[config.mk]
export PLATFORM = sky130hd
export DESIGN_NAME = accelerometer_shake_detector_unit
export DESIGN_NICKNAME = d
export VERILOG_FILES = /design/src/rtl/core/asd_pkg.sv /design/src/rtl/core/accelerometer_shake_detector_unit.sv /design/src/rtl/core/asd_mag.sv /design/src/rtl/core/asd_ctrl.sv
export SDC_FILE = /design/constraint.sdc
export NUM_CORES = 2
export LEC_CHECK = 0
export BUFFER_PORTS_ARGS = -buffer_cell sky130_fd_sc_hd__buf_2
export CORE_UTILIZATION = 50
export DETAILED_ROUTE_END_ITERATION = 8
export GPL_ROUTABILITY_DRIVEN = 0
export PLACE_DENSITY = 0.68
export SKIP_LAST_GASP = 1
export SLEW_MARGIN = 0
export SYNTH_ARGS = -nofsm -noshare
export SYNTH_HDL_FRONTEND = slang
export SYNTH_SLANG_ARGS = --single-unit
[constraint.sdc]
create_clock -name clk_i -period 19.38 [get_ports clk_i]
set_input_delay 0.969 -clock clk_i [delete_from_list [all_inputs] [get_ports clk_i]]
set_output_delay 0.969 -clock clk_i [all_outputs]
set_load 0.03 [all_outputs]
[src/rtl/core/asd_pkg.sv]
// Shared types, constants and helpers for the accelerometer shake detector.
package asd_pkg;

  localparam int unsigned SAMPLE_BITS  = 16;
  localparam int unsigned COUNT_BITS   = 8;
  localparam int unsigned THR_BITS     = 32;
  localparam int unsigned CFG_CNT_BITS = 8;
  localparam int unsigned CFG_BITS     = 32;
  localparam int unsigned CFG_IDX_BITS = 3;

  // squared magnitude of three samples: 3 * 2^(2S-2) < 2^(2S)
  localparam int unsigned MAG_BITS  = 2 * SAMPLE_BITS;
  localparam int unsigned CMP_BITS  = (MAG_BITS > THR_BITS) ? MAG_BITS : THR_BITS;
  localparam int unsigned DOT_BITS  = MAG_BITS + 2;
  localparam int unsigned CNTC_BITS = (COUNT_BITS > CFG_CNT_BITS) ? COUNT_BITS : CFG_CNT_BITS;

  localparam logic [THR_BITS-1:0]     QUIET_THR_RST  = THR_BITS'(20132659);
  localparam logic [THR_BITS-1:0]     ACTIVE_THR_RST = THR_BITS'(33554432);
  localparam logic [CFG_CNT_BITS-1:0] MIN_QUIET_RST  = CFG_CNT_BITS'(5);
  localparam logic [CFG_CNT_BITS-1:0] MIN_ACTIVE_RST = CFG_CNT_BITS'(5);
  localparam logic [CFG_CNT_BITS-1:0] MIN_REV_RST    = CFG_CNT_BITS'(2);
  localparam logic [CFG_CNT_BITS-1:0] TIMEOUT_RST    = CFG_CNT_BITS'(8);

  typedef enum logic [CFG_IDX_BITS-1:0] {
    CFG_QUIET_THR  = 3'd0,
    CFG_ACTIVE_THR = 3'd1,
    CFG_MIN_QUIET  = 3'd2,
    CFG_MIN_ACTIVE = 3'd3,
    CFG_MIN_REV    = 3'd4,
    CFG_TIMEOUT    = 3'd5
  } cfg_idx_e;

  typedef struct packed {
    logic signed [SAMPLE_BITS-1:0] x;
    logic signed [SAMPLE_BITS-1:0] y;
    logic signed [SAMPLE_BITS-1:0] z;
  } sample_t;

  typedef struct packed {
    logic [THR_BITS-1:0]     quiet_thr;
    logic [THR_BITS-1:0]     active_thr;
    logic [CFG_CNT_BITS-1:0] min_quiet;
    logic [CFG_CNT_BITS-1:0] min_active;
    logic [CFG_CNT_BITS-1:0] min_rev;
    logic [CFG_CNT_BITS-1:0] timeout;
  } cfg_t;

  function automatic logic [COUNT_BITS-1:0] sat_inc(input logic [COUNT_BITS-1:0] c);
    return (&c) ? c : c + COUNT_BITS'(1);
  endfunction

  // count strictly above a configured limit
  function automatic logic cnt_gt(input logic [COUNT_BITS-1:0]   c,
                                  input logic [CFG_CNT_BITS-1:0] lim);
    return CNTC_BITS'(c) > CNTC_BITS'(lim);
  endfunction

endpackage

[src/rtl/core/accelerometer_shake_detector_unit.sv]
// Throughput: one word per cycle while the output is not stalled.
// A word passes the input register, magnitude register and result register in order.
// The gesture state is updated in the single step between the magnitude and
// result registers, so consecutive words never wait on each other.
// Reset clears the pipeline valids, all counts and the last sample, and loads
// the default thresholds and limits.
module accelerometer_shake_detector_unit (
  input  logic                                   clk_i,
  input  logic                                   rst_ni,
  input  logic                                   cfg_we_i,
  input  logic [asd_pkg::CFG_IDX_BITS-1:0]       cfg_idx_i,
  input  logic [asd_pkg::CFG_BITS-1:0]           cfg_data_i,
  input  logic                                   in_valid_i,
  output logic                                   in_stall_o,
  input  logic signed [asd_pkg::SAMPLE_BITS-1:0] accel_x_i,
  input  logic signed [asd_pkg::SAMPLE_BITS-1:0] accel_y_i,
  input  logic signed [asd_pkg::SAMPLE_BITS-1:0] accel_z_i,
  output logic                                   out_valid_o,
  input  logic                                   out_stall_i,
  output logic                                   shake_detected_o
);
  import asd_pkg::*;

  cfg_t                cfg_q;
  logic                stg_valid;
  logic                stg_ready;
  sample_t             stg_sample;
  logic [MAG_BITS-1:0] stg_mag;

  always_ff @(posedge clk_i or negedge rst_ni) begin
    if (!rst_ni) begin
      cfg_q.quiet_thr  <= QUIET_THR_RST;
      cfg_q.active_thr <= ACTIVE_THR_RST;
      cfg_q.min_quiet  <= MIN_QUIET_RST;
      cfg_q.min_active <= MIN_ACTIVE_RST;
      cfg_q.min_rev    <= MIN_REV_RST;
      cfg_q.timeout    <= TIMEOUT_RST;
    end else if (cfg_we_i) begin
      unique case (cfg_idx_i)
        CFG_QUIET_THR:  cfg_q.quiet_thr  <= cfg_data_i[THR_BITS-1:0];
        CFG_ACTIVE_THR: cfg_q.active_thr <= cfg_data_i[THR_BITS-1:0];
        CFG_MIN_QUIET:  cfg_q.min_quiet  <= cfg_data_i[CFG_CNT_BITS-1:0];
        CFG_MIN_ACTIVE: cfg_q.min_active <= cfg_data_i[CFG_CNT_BITS-1:0];
        CFG_MIN_REV:    cfg_q.min_rev    <= cfg_data_i[CFG_CNT_BITS-1:0];
        CFG_TIMEOUT:    cfg_q.timeout    <= cfg_data_i[CFG_CNT_BITS-1:0];
        default: begin
          // drop writes to unused indexes
        end
      endcase
    end
  end

  asd_mag u_mag (
    .clk_i        (clk_i),
    .rst_ni       (rst_ni),
    .in_valid_i   (in_valid_i),
    .in_stall_o   (in_stall_o),
    .accel_x_i    (accel_x_i),
    .accel_y_i    (accel_y_i),
    .accel_z_i    (accel_z_i),
    .stg_valid_o  (stg_valid),
    .stg_ready_i  (stg_ready),
    .stg_sample_o (stg_sample),
    .stg_mag_o    (stg_mag)
  );

  asd_ctrl u_ctrl (
    .clk_i            (clk_i),
    .rst_ni           (rst_ni),
    .cfg_i            (cfg_q),
    .stg_valid_i      (stg_valid),
    .stg_ready_o      (stg_ready),
    .stg_sample_i     (stg_sample),
    .stg_mag_i        (stg_mag),
    .out_valid_o      (out_valid_o),
    .out_stall_i      (out_stall_i),
    .shake_detected_o (shake_detected_o)
  );

endmodule

[src/rtl/core/asd_mag.sv]
// Input register and squared-magnitude stage of the shake detector.
module asd_mag (
  input  logic                               clk_i,
  input  logic                               rst_ni,
  input  logic                               in_valid_i,
  output logic                               in_stall_o,
  input  logic signed [asd_pkg::SAMPLE_BITS-1:0] accel_x_i,
  input  logic signed [asd_pkg::SAMPLE_BITS-1:0] accel_y_i,
  input  logic signed [asd_pkg::SAMPLE_BITS-1:0] accel_z_i,
  output logic                               stg_valid_o,
  input  logic                               stg_ready_i,
  output asd_pkg::sample_t                   stg_sample_o,
  output logic [asd_pkg::MAG_BITS-1:0]       stg_mag_o
);
  import asd_pkg::*;

  logic                          in_v_q;
  sample_t                       in_s_q;
  logic                          mag_v_q;
  sample_t                       mag_s_q;
  logic [MAG_BITS-1:0]           mag_q;
  logic                          mag_rdy;
  logic                          in_rdy;
  logic signed [MAG_BITS-1:0]    sq_x;
  logic signed [MAG_BITS-1:0]    sq_y;
  logic signed [MAG_BITS-1:0]    sq_z;
  logic [MAG_BITS-1:0]           mag_d;

  assign mag_rdy    = !mag_v_q || stg_ready_i;
  assign in_rdy     = !in_v_q || mag_rdy;
  assign in_stall_o = !in_rdy;

  assign sq_x  = MAG_BITS'(in_s_q.x) * MAG_BITS'(in_s_q.x);
  assign sq_y  = MAG_BITS'(in_s_q.y) * MAG_BITS'(in_s_q.y);
  assign sq_z  = MAG_BITS'(in_s_q.z) * MAG_BITS'(in_s_q.z);
  assign mag_d = $unsigned(sq_x) + $unsigned(sq_y) + $unsigned(sq_z);

  always_ff @(posedge clk_i or negedge rst_ni) begin
    if (!rst_ni) begin
      in_v_q  <= 1'b0;
      mag_v_q <= 1'b0;
    end else begin
      if (in_rdy) begin
        in_v_q <= in_valid_i;
      end
      if (mag_rdy) begin
        mag_v_q <= in_v_q;
      end
    end
  end

  always_ff @(posedge clk_i) begin
    if (in_rdy && in_valid_i) begin
      in_s_q <= '{x: accel_x_i, y: accel_y_i, z: accel_z_i};
    end
    if (mag_rdy && in_v_q) begin
      mag_s_q <= in_s_q;
      mag_q   <= mag_d;
    end
  end

  assign stg_valid_o  = mag_v_q;
  assign stg_sample_o = mag_s_q;
  assign stg_mag_o    = mag_q;

endmodule

[src/rtl/core/asd_ctrl.sv]
// Gesture state, counters and result register of the shake detector.
module asd_ctrl (
  input  logic                         clk_i,
  input  logic                         rst_ni,
  input  asd_pkg::cfg_t                cfg_i,
  input  logic                         stg_valid_i,
  output logic                         stg_ready_o,
  input  asd_pkg::sample_t             stg_sample_i,
  input  logic [asd_pkg::MAG_BITS-1:0] stg_mag_i,
  output logic                         out_valid_o,
  input  logic                         out_stall_i,
  output logic                         shake_detected_o
);
  import asd_pkg::*;

  sample_t                     last_q, last_d;
  logic [MAG_BITS-1:0]         last_mag_q, last_mag_d;
  logic [COUNT_BITS-1:0]       act_cnt_q, act_cnt_d;
  logic [COUNT_BITS-1:0]       qui_cnt_q, qui_cnt_d;
  logic [COUNT_BITS-1:0]       rev_cnt_q, rev_cnt_d;
  logic                        out_v_q;
  logic                        shake_q, shake_d;

  logic                        rdy;
  logic                        adv;
  logic                        quiet;
  logic                        active;
  logic                        fire;
  logic                        clear;
  logic signed [MAG_BITS-1:0]  p_x;
  logic signed [MAG_BITS-1:0]  p_y;
  logic signed [MAG_BITS-1:0]  p_z;
  logic signed [DOT_BITS-1:0]  proj;
  logic signed [DOT_BITS-1:0]  last_mag_s;
  logic                        reversal;

  assign rdy         = !out_v_q || !out_stall_i;
  assign adv         = stg_valid_i && rdy;
  assign stg_ready_o = rdy;

  assign quiet  = CMP_BITS'(stg_mag_i) < CMP_BITS'(cfg_i.quiet_thr);
  assign active = !quiet && (CMP_BITS'(stg_mag_i) > CMP_BITS'(cfg_i.active_thr));

  assign fire  = cnt_gt(qui_cnt_q, cfg_i.min_quiet) && cnt_gt(act_cnt_q, cfg_i.min_active) &&
                 cnt_gt(rev_cnt_q, cfg_i.min_rev);
  // a shake restarts the quiet count at one, so only an unfired stretch can time out
  assign clear = fire || cnt_gt(qui_cnt_q, cfg_i.timeout);

  // last . (s - last) < 0  <=>  last . s < |last|^2, the stored magnitude
  assign p_x        = MAG_BITS'(last_q.x) * MAG_BITS'(stg_sample_i.x);
  assign p_y        = MAG_BITS'(last_q.y) * MAG_BITS'(stg_sample_i.y);
  assign p_z        = MAG_BITS'(last_q.z) * MAG_BITS'(stg_sample_i.z);
  assign proj       = DOT_BITS'(p_x) + DOT_BITS'(p_y) + DOT_BITS'(p_z);
  assign last_mag_s = $signed({2'b00, last_mag_q});
  assign reversal   = proj < last_mag_s;

  always_comb begin
    last_d     = last_q;
    last_mag_d = last_mag_q;
    act_cnt_d  = act_cnt_q;
    qui_cnt_d  = qui_cnt_q;
    rev_cnt_d  = rev_cnt_q;
    shake_d    = 1'b0;
    if (quiet) begin
      shake_d   = fire;
      qui_cnt_d = sat_inc(fire ? '0 : qui_cnt_q);
      if (clear) begin
        last_d     = '0;
        last_mag_d = '0;
        act_cnt_d  = '0;
        rev_cnt_d  = '0;
      end
    end else if (active) begin
      if (reversal) begin
        rev_cnt_d = sat_inc(rev_cnt_q);
      end
      last_d     = stg_sample_i;
      last_mag_d = stg_mag_i;
      act_cnt_d  = sat_inc(act_cnt_q);
      qui_cnt_d  = '0;
    end
  end

  always_ff @(posedge clk_i or negedge rst_ni) begin
    if (!rst_ni) begin
      last_q     <= '0;
      last_mag_q <= '0;
      act_cnt_q  <= '0;
      qui_cnt_q  <= '0;
      rev_cnt_q  <= '0;
      out_v_q    <= 1'b0;
    end else begin
      if (adv) begin
        last_q     <= last_d;
        last_mag_q <= last_mag_d;
        act_cnt_q  <= act_cnt_d;
        qui_cnt_q  <= qui_cnt_d;
        rev_cnt_q  <= rev_cnt_d;
      end
      if (rdy) begin
        out_v_q <= stg_valid_i;
      end
    end
  end

  always_ff @(posedge clk_i) begin
    if (adv) begin
      shake_q <= shake_d;
    end
  end

  assign out_valid_o      = out_v_q;
  assign shake_detected_o = shake_q;

endmodule

**Yosys cells after proc, flatten, opt, wreduce, memory -nomap -nowiden**

Cells that the tools add are included.

- Bits in registers: 332
- Output and inout bits: 3
- Word-level logic and storage cells: 102

- Add/sub/neg operators: 7
- Multiply operators: 6
- Order comparisons: 7
- Eq/ne operators: 8
- Multiplexer cells: 18
- Reductions and logical operators: 32

Operator list:

| operator | number |
|---|---|
| $mul A16 B16 Y32 | 6 |
| $mux W48 | 3 |
| $mux W32 | 3 |
| $mux W8 | 12 |
| $add A32 B32 Y32 | 2 |
| $add A33 B32 Y34 | 1 |
| $lt A34 B33 Y1 | 1 |
| $add A32 B32 Y33 | 1 |
| $gt A32 B32 Y1 | 1 |
| $gt A8 B8 Y1 | 4 |
| $lt A32 B32 Y1 | 1 |
| $add A8 B1 Y8 const B | 3 |
| $reduce_and A8 Y1 | 3 |
| $reduce_and A2 Y1 | 7 |
| $eq A3 B2 Y1 const B | 2 |
| $eq A3 B3 Y1 const B | 2 |
| $logic_and A1 B1 Y1 | 6 |
| $logic_not A1 Y1 | 6 |
| $reduce_and A5 Y1 | 1 |
| $logic_or A1 B1 Y1 | 4 |
| $ne A2 B1 Y1 const B | 2 |
| $reduce_and A4 Y1 | 1 |
| $reduce_bool A2 Y1 | 2 |
| $eq A3 B1 Y1 const B | 1 |
| other kinds (3) | 3 |

**Depth between registers and ports, before layout**

- Word-level depth: 7
- Mapped depth: 39
- Depth with buffers taken out: 37

**Hierarchy**

Synthesis repeated with hierarchy kept, for this count alone.

- Cell total of the unflattened synthesis: 7,331
- Area total of the unflattened synthesis: 73,070.1 um^2

By module, submodules not included:

| module | instances | cells each | area each (um^2) |
|---|---|---|---|
| asd_ctrl | 1 | 4,207 | 38,578.2 |
| asd_mag | 1 | 2,916 | 30,743.2 |
| accelerometer_shake_detector_unit | 1 | 208 | 3,748.6 |

**Worst setup path before layout**

OpenSTA, ideal clock, no wires.

- Path kind: reg-to-reg
- Start: register u_ctrl.last_q[15] (netlist bit)
- End: register u_ctrl.rev_cnt_q[5]
- Library setup time: 0.132 ns
- Data arrival time: 9.771 ns
- Data required time: 19.248 ns
- Slack: 9.477 ns
- Cell stages (with the launch flop): 36
- Path buffers: 1
- Cell sequence: dfrtp_1 > clkbuf_1 > nand2_1 > fa_1 > inv_1 > fa_1 > fa_1 > inv_1 > fa_1 > inv_1 > fa_1 > fa_1 > fa_1 > fa_1 > inv_1 > fa_1 > inv_1 > ha_1 > a211oi_2 > o21ai_0 > a21oi_1 > nor3_1 > or3b_1 > a311o_1 > a21o_1 > a21oi_1 > xnor2_1 > ha_1 > o21a_1 > o21ai_0 > nor4_1 > a31oi_1 > or4b_4 > o211a_2 > o311ai_1 > o21ai_1

- Longest elaborated chain between the ends: 5

RTL lines:

| item | RTL line | source |
|---|---|---|
| start, declared | asd_ctrl.sv:16 | `sample_t last_q, last_d;` |
| start signal, assigned | asd_ctrl.sv:94 | `last_q <= last_d;` |
| $mul A16 B16 Y32 | asd_ctrl.sv:52 | `assign p_z = MAG_BITS'(last_q.z) * MAG_BITS'(stg_sample_i.z);` |
| $add A33 B32 Y34 | asd_ctrl.sv:53 | `assign proj = DOT_BITS'(p_x) + DOT_BITS'(p_y) + DOT_BITS'(p_z);` |
| $lt A34 B33 Y1 | asd_ctrl.sv:55 | `assign reversal = proj < last_mag_s;` |
| $reduce_bool A2 Y1 (no source line) | -- |  |
| $reduce_and A5 Y1 (no source line) | -- |  |
| end signal, assigned | asd_ctrl.sv:98 | `rev_cnt_q <= rev_cnt_d;` |
| end, declared | asd_ctrl.sv:20 | `logic [COUNT_BITS-1:0] rev_cnt_q, rev_cnt_d;` |

Every way passes these cells.
A chain may end at the register's enable or synchronous reset.

**Worst setup path in the final report**

Ends and elaborated chain as after synthesis.

==> metrics.txt <==
# TYPE chip_impl_metric gauge
chip_impl_info{name="holdCritPathClass",value="input port to asynchronous set/reset pin"} 1
chip_impl_metric{name="syn-instance-count",unit=""} 7204
chip_impl_info{name="clock_tree_from_tritoncts",value="built"} 1
chip_impl_metric{name="wl_per_cell",unit="µm"} 20.1
chip_impl_metric{name="seqCellArea",unit="µm²"} 8980
chip_impl_metric{name="grt_usage",unit="%"} 26.5
chip_impl_metric{name="combined_buffer_and_inverter_count_along_the_critical_path",unit=""} 5
chip_impl_metric{name="ys_async_sr_fraction",unit="%"} 61.1
chip_impl_metric{name="detail_route.first_pass.iterations",unit=""} 8
chip_impl_metric{name="chipHeight",unit="µm"} 381
chip_impl_metric{name="whs",unit="ns"} 0.307
chip_impl_info{name="ys_dominant_reg_cell",value="sky130_fd_sc_hd__dfrtp_1"} 1
chip_impl_metric{name="drc_errors",unit=""} 0
chip_impl_metric{name="clk_transition_reported_paths",unit="ns"} 0.07
chip_impl_metric{name="synth_cell_type_count",unit=""} 80
chip_impl_metric{name="finalWorstPathRequiredPeriod",unit="ns"} 11.07
chip_impl_metric{name="design.die.area",unit="µm²"} 145000
chip_impl_metric{name="vias",unit=""} 47400
chip_impl_metric{name="clk_latency",unit="ns"} 0.67
chip_impl_metric{name="worst_margin_pin_slew",unit="ns"} 1.25
chip_impl_metric{name="final_clock_skew",unit="ns"} 0.0939
chip_impl_metric{name="largest_driver_fanout_on_the_critical_path",unit=""} 17
chip_impl_metric{name="synthesis.area",unit="µm²"} 71800
chip_impl_metric{name="numPortBuffers",unit=""} 90
chip_impl_metric{name="post_cts.resized_instances",unit=""} 0
chip_impl_metric{name="cp_data_required_time",unit="ns"} 19.90
chip_impl_metric{name="grt-ovfl-total",unit=""} 0
chip_impl_metric{name="nFillCells",unit=""} 12600
chip_impl_info{name="ys_top_cells_by_count",value="sky130_fd_sc_hd__inv_1 (2071), sky130_fd_sc_hd__fa_1 (1751), sky130_fd_sc_hd__nand2_1 (821)"} 1
chip_impl_metric{name="synth-seq-area-share",unit="%"} 12.5
chip_impl_info{name="synth_area_leader",value="sky130_fd_sc_hd__fa_1"} 1
chip_impl_metric{name="final_max_slew_viol_count",unit=""} 0
chip_impl_metric{name="buffers_inserted_by_post_cts_timing_repair",unit=""} 0
chip_impl_metric{name="yosys_warnings",unit=""} 0
chip_impl_metric{name="yosys_register_bits",unit=""} 332
chip_impl_metric{name="number_of_failing_hold_endpoints_at_the_final_stage",unit=""} 0
chip_impl_metric{name="cts_max_level",unit=""} 2
chip_impl_metric{name="dp.final_hpwl",unit="mm"} 153
chip_impl_info{name="run_status",value="finished, final reports clean"} 1
chip_impl_metric{name="worst_ep_arrival_time",unit="ns"} 11.58
chip_impl_metric{name="slowest_delay",unit="ns"} 0.75
chip_impl_metric{name="postSynthAreaPerCell",unit="µm²"} 9.96
chip_impl_metric{name="first_pass_grt_wire_length",unit="mm"} 298
chip_impl_metric{name="synth_top_area_share",unit="%"} 48.8
chip_impl_info{name="timing.setup.critical_path_class",value="flop to flop"} 1
chip_impl_metric{name="layout-drive-gt1-share",unit="%"} 3.87
chip_impl_metric{name="number_of_enable_type_register_cells_in_the_synthesized_netlist",unit=""} 129
chip_impl_metric{name="grt_start_max_net_pins",unit=""} 99
chip_impl_metric{name="clock-sinks",unit=""} 332
chip_impl_metric{name="fmax",unit="MHz"} 90.4
chip_impl_info{name="setup.worst_path.end_class",value="flop"} 1
chip_impl_metric{name="die_w",unit="µm"} 381
chip_impl_metric{name="floorplan.io_pins",unit=""} 91
chip_impl_metric{name="multi_input_comb_area",unit="µm²"} 54200
chip_impl_metric{name="routed_wirelength",unit="mm"} 183
chip_impl_info{name="critical_path_startpoint_category",value="flop"} 1
chip_impl_metric{name="tritoncts.num_buffers",unit=""} 46
chip_impl_metric{name="grt_pass1_vias",unit=""} 53100
chip_impl_info{name="grt_setup_unrepaired",value="no"} 1
chip_impl_metric{name="final.period_utilization",unit="%"} 57.1
chip_impl_metric{name="synthesis.nets",unit=""} 9567
chip_impl_metric{name="num_rows",unit=""} 138
chip_impl_metric{name="antenna_violations_before_repair",unit=""} 7
chip_impl_metric{name="postLayoutCoreUtil",unit="%"} 53.5
chip_impl_metric{name="placeable_core_area",unit="µm²"} 142000
chip_impl_info{name="crit_family",value="adder cells"} 1
chip_impl_metric{name="final_setup_tns",unit="ns"} 0
chip_impl_info{name="synth.top_cells.by_area",value="sky130_fd_sc_hd__fa_1 (49%), sky130_fd_sc_hd__inv_1 (11%), sky130_fd_sc_hd__ha_1 (9.1%)"} 1
chip_impl_metric{name="floorplan.initialDensity",unit="%"} 50.6
chip_impl_info{name="worst_path_max_delay_cell",value="sky130_fd_sc_hd__dfrtp_1"} 1
chip_impl_metric{name="setup_viol",unit=""} 0
chip_impl_metric{name="post_cts_hold_buffer_count",unit=""} 0
chip_impl_metric{name="areaGrowthSynthToFinish",unit="%"} 5.73
chip_impl_metric{name="drt_iter0_drc",unit=""} 3262
chip_impl_metric{name="viasPerCell",unit=""} 5.20
chip_impl_metric{name="ant_nets",unit=""} 0
chip_impl_metric{name="cap_violations",unit=""} 0
chip_impl_info{name="clock-root-buffer",value="sky130_fd_sc_hd__clkbuf_16"} 1
chip_impl_metric{name="timing.slew.headroom",unit="%"} 16.8
chip_impl_info{name="path_common_cell",value="sky130_fd_sc_hd__fa_1"} 1
chip_impl_metric{name="cts.path.max_buffers",unit=""} 3
chip_impl_metric{name="layout.nets",unit=""} 9542
chip_impl_info{name="synthMostInstantiatedCell",value="sky130_fd_sc_hd__inv_1"} 1
## worst register-to-register path: cells and delay by family (launching register included)
kind	cells	cell delay, ns
flip-flops	1	0.75
buffers and inverters	5	0.28
adder cells (fa/ha/maj)	11	5.41
AO/OA/AOI/OAI	12	2.52
XOR/XNOR	1	0.16
AND/OR/NAND/NOR	5	1.80
## worst paths after layout
check | start | to | slack (ns) | depth (start not counted)
worst max-delay path | u_ctrl.last_q[15]$_DFFE_PN0P_ | u_ctrl.rev_cnt_q[5]$_DFFE_PN0P_ | 8.31 | 34
worst min-delay path | rst_ni | cfg_q[49]$_DFFE_PN0P_ | 0.31 | 1
worst max register to register | u_ctrl.last_q[15]$_DFFE_PN0P_ | u_ctrl.rev_cnt_q[5]$_DFFE_PN0P_ | 8.31 | 34
worst min register to register | u_mag.in_s_q[45]$_DFFE_PP_ | u_mag.stg_sample_o[45]$_DFFE_PP_ | 0.46 | 0
max in group asynchronous | rst_ni | cfg_q[0]$_DFFE_PN0P_ | 17.61 | 2
min in group clk_i | u_mag.in_s_q[45]$_DFFE_PP_ | u_mag.stg_sample_o[45]$_DFFE_PP_ | 0.46 | 0
## registers in the layout, indices dropped and copies added (netlist names)
signal                   flops
cfg_q                       96
u_ctrl.last_q               48
u_mag.in_s_q                48
u_mag.stg_sample_o          48
u_ctrl.last_mag_q           32
u_mag.stg_mag_o             32
u_ctrl.act_cnt_q             8
u_ctrl.qui_cnt_q             8
u_ctrl.rev_cnt_q             8
u_ctrl.out_valid_o           1
u_ctrl.shake_detected_o      1
u_mag.in_v_q                 1
u_mag.stg_valid_o            1
## placed cells by master, fill, tap and decap left out, types with 78 or more instances in the layout
| cell | instances |
|---|---|
| sky130_fd_sc_hd__edfxtp_1 | 129 |
| sky130_fd_sc_hd__fa_1 | 1751 |
| sky130_fd_sc_hd__xnor2_1 | 90 |
| sky130_fd_sc_hd__o21ai_0 | 174 |
| sky130_fd_sc_hd__nand2_1 | 820 |
| sky130_fd_sc_hd__dfrtp_1 | 183 |
| sky130_fd_sc_hd__buf_2 | 89 |
| sky130_fd_sc_hd__and2_1 | 562 |
| sky130_fd_sc_hd__ha_1 | 524 |
| sky130_fd_sc_hd__inv_1 | 2071 |
| sky130_fd_sc_hd__a21oi_1 | 89 |
| sky130_fd_sc_hd__nor2_1 | 78 |
## cells by family after synthesis
kind of cell	Yosys count	synth area share [%]
DFF	332	12.5
AOI/OAI and AO/OA	476	4.07
and+or+nand+nor	1694	11.7
xor gates and xnor gates	118	1.44
muxes	24	0.373
adders and majority gates	2275	58.0
buffers and inverters	2285	12.0
## routing by layer
metal	vias to the layer above	GRT usage, %	part of all wire (%)
met5	-	0	0.014
met4	4	10.0	4.3
met3	329	3.47	6.2
met2	1428	44.0	48
met1	24700	35.6	41
li1	20900	-	-
## cell type report
type	instances	share of cell area [%]
diodes	2	0.00660
clock buffers	50	1.54
clock inverters	36	0.660
inverters	2072	10.3
multi-input cells	4587	71.5
flip-flops and latches	332	11.8
well taps	1890	3.12
repair buffers	140	1.10
## through the flow
stage | std cells | instance area, µm² | setup slack, ns
floorplan | 7204 | 71800 | 9.48
global placement | 9021 | 74200 | 8.56
detailed placement | 9021 | 74200 | 8.43
CTS | 9107 | 75900 | 8.37
global route | 9107 | 75900 | 7.74
finish | 9109 | 75900 | 8.31
Power is left out: the tool's default activity adds up to more than one toggle a clock period on the data nets, which glitch-free logic cannot reach.
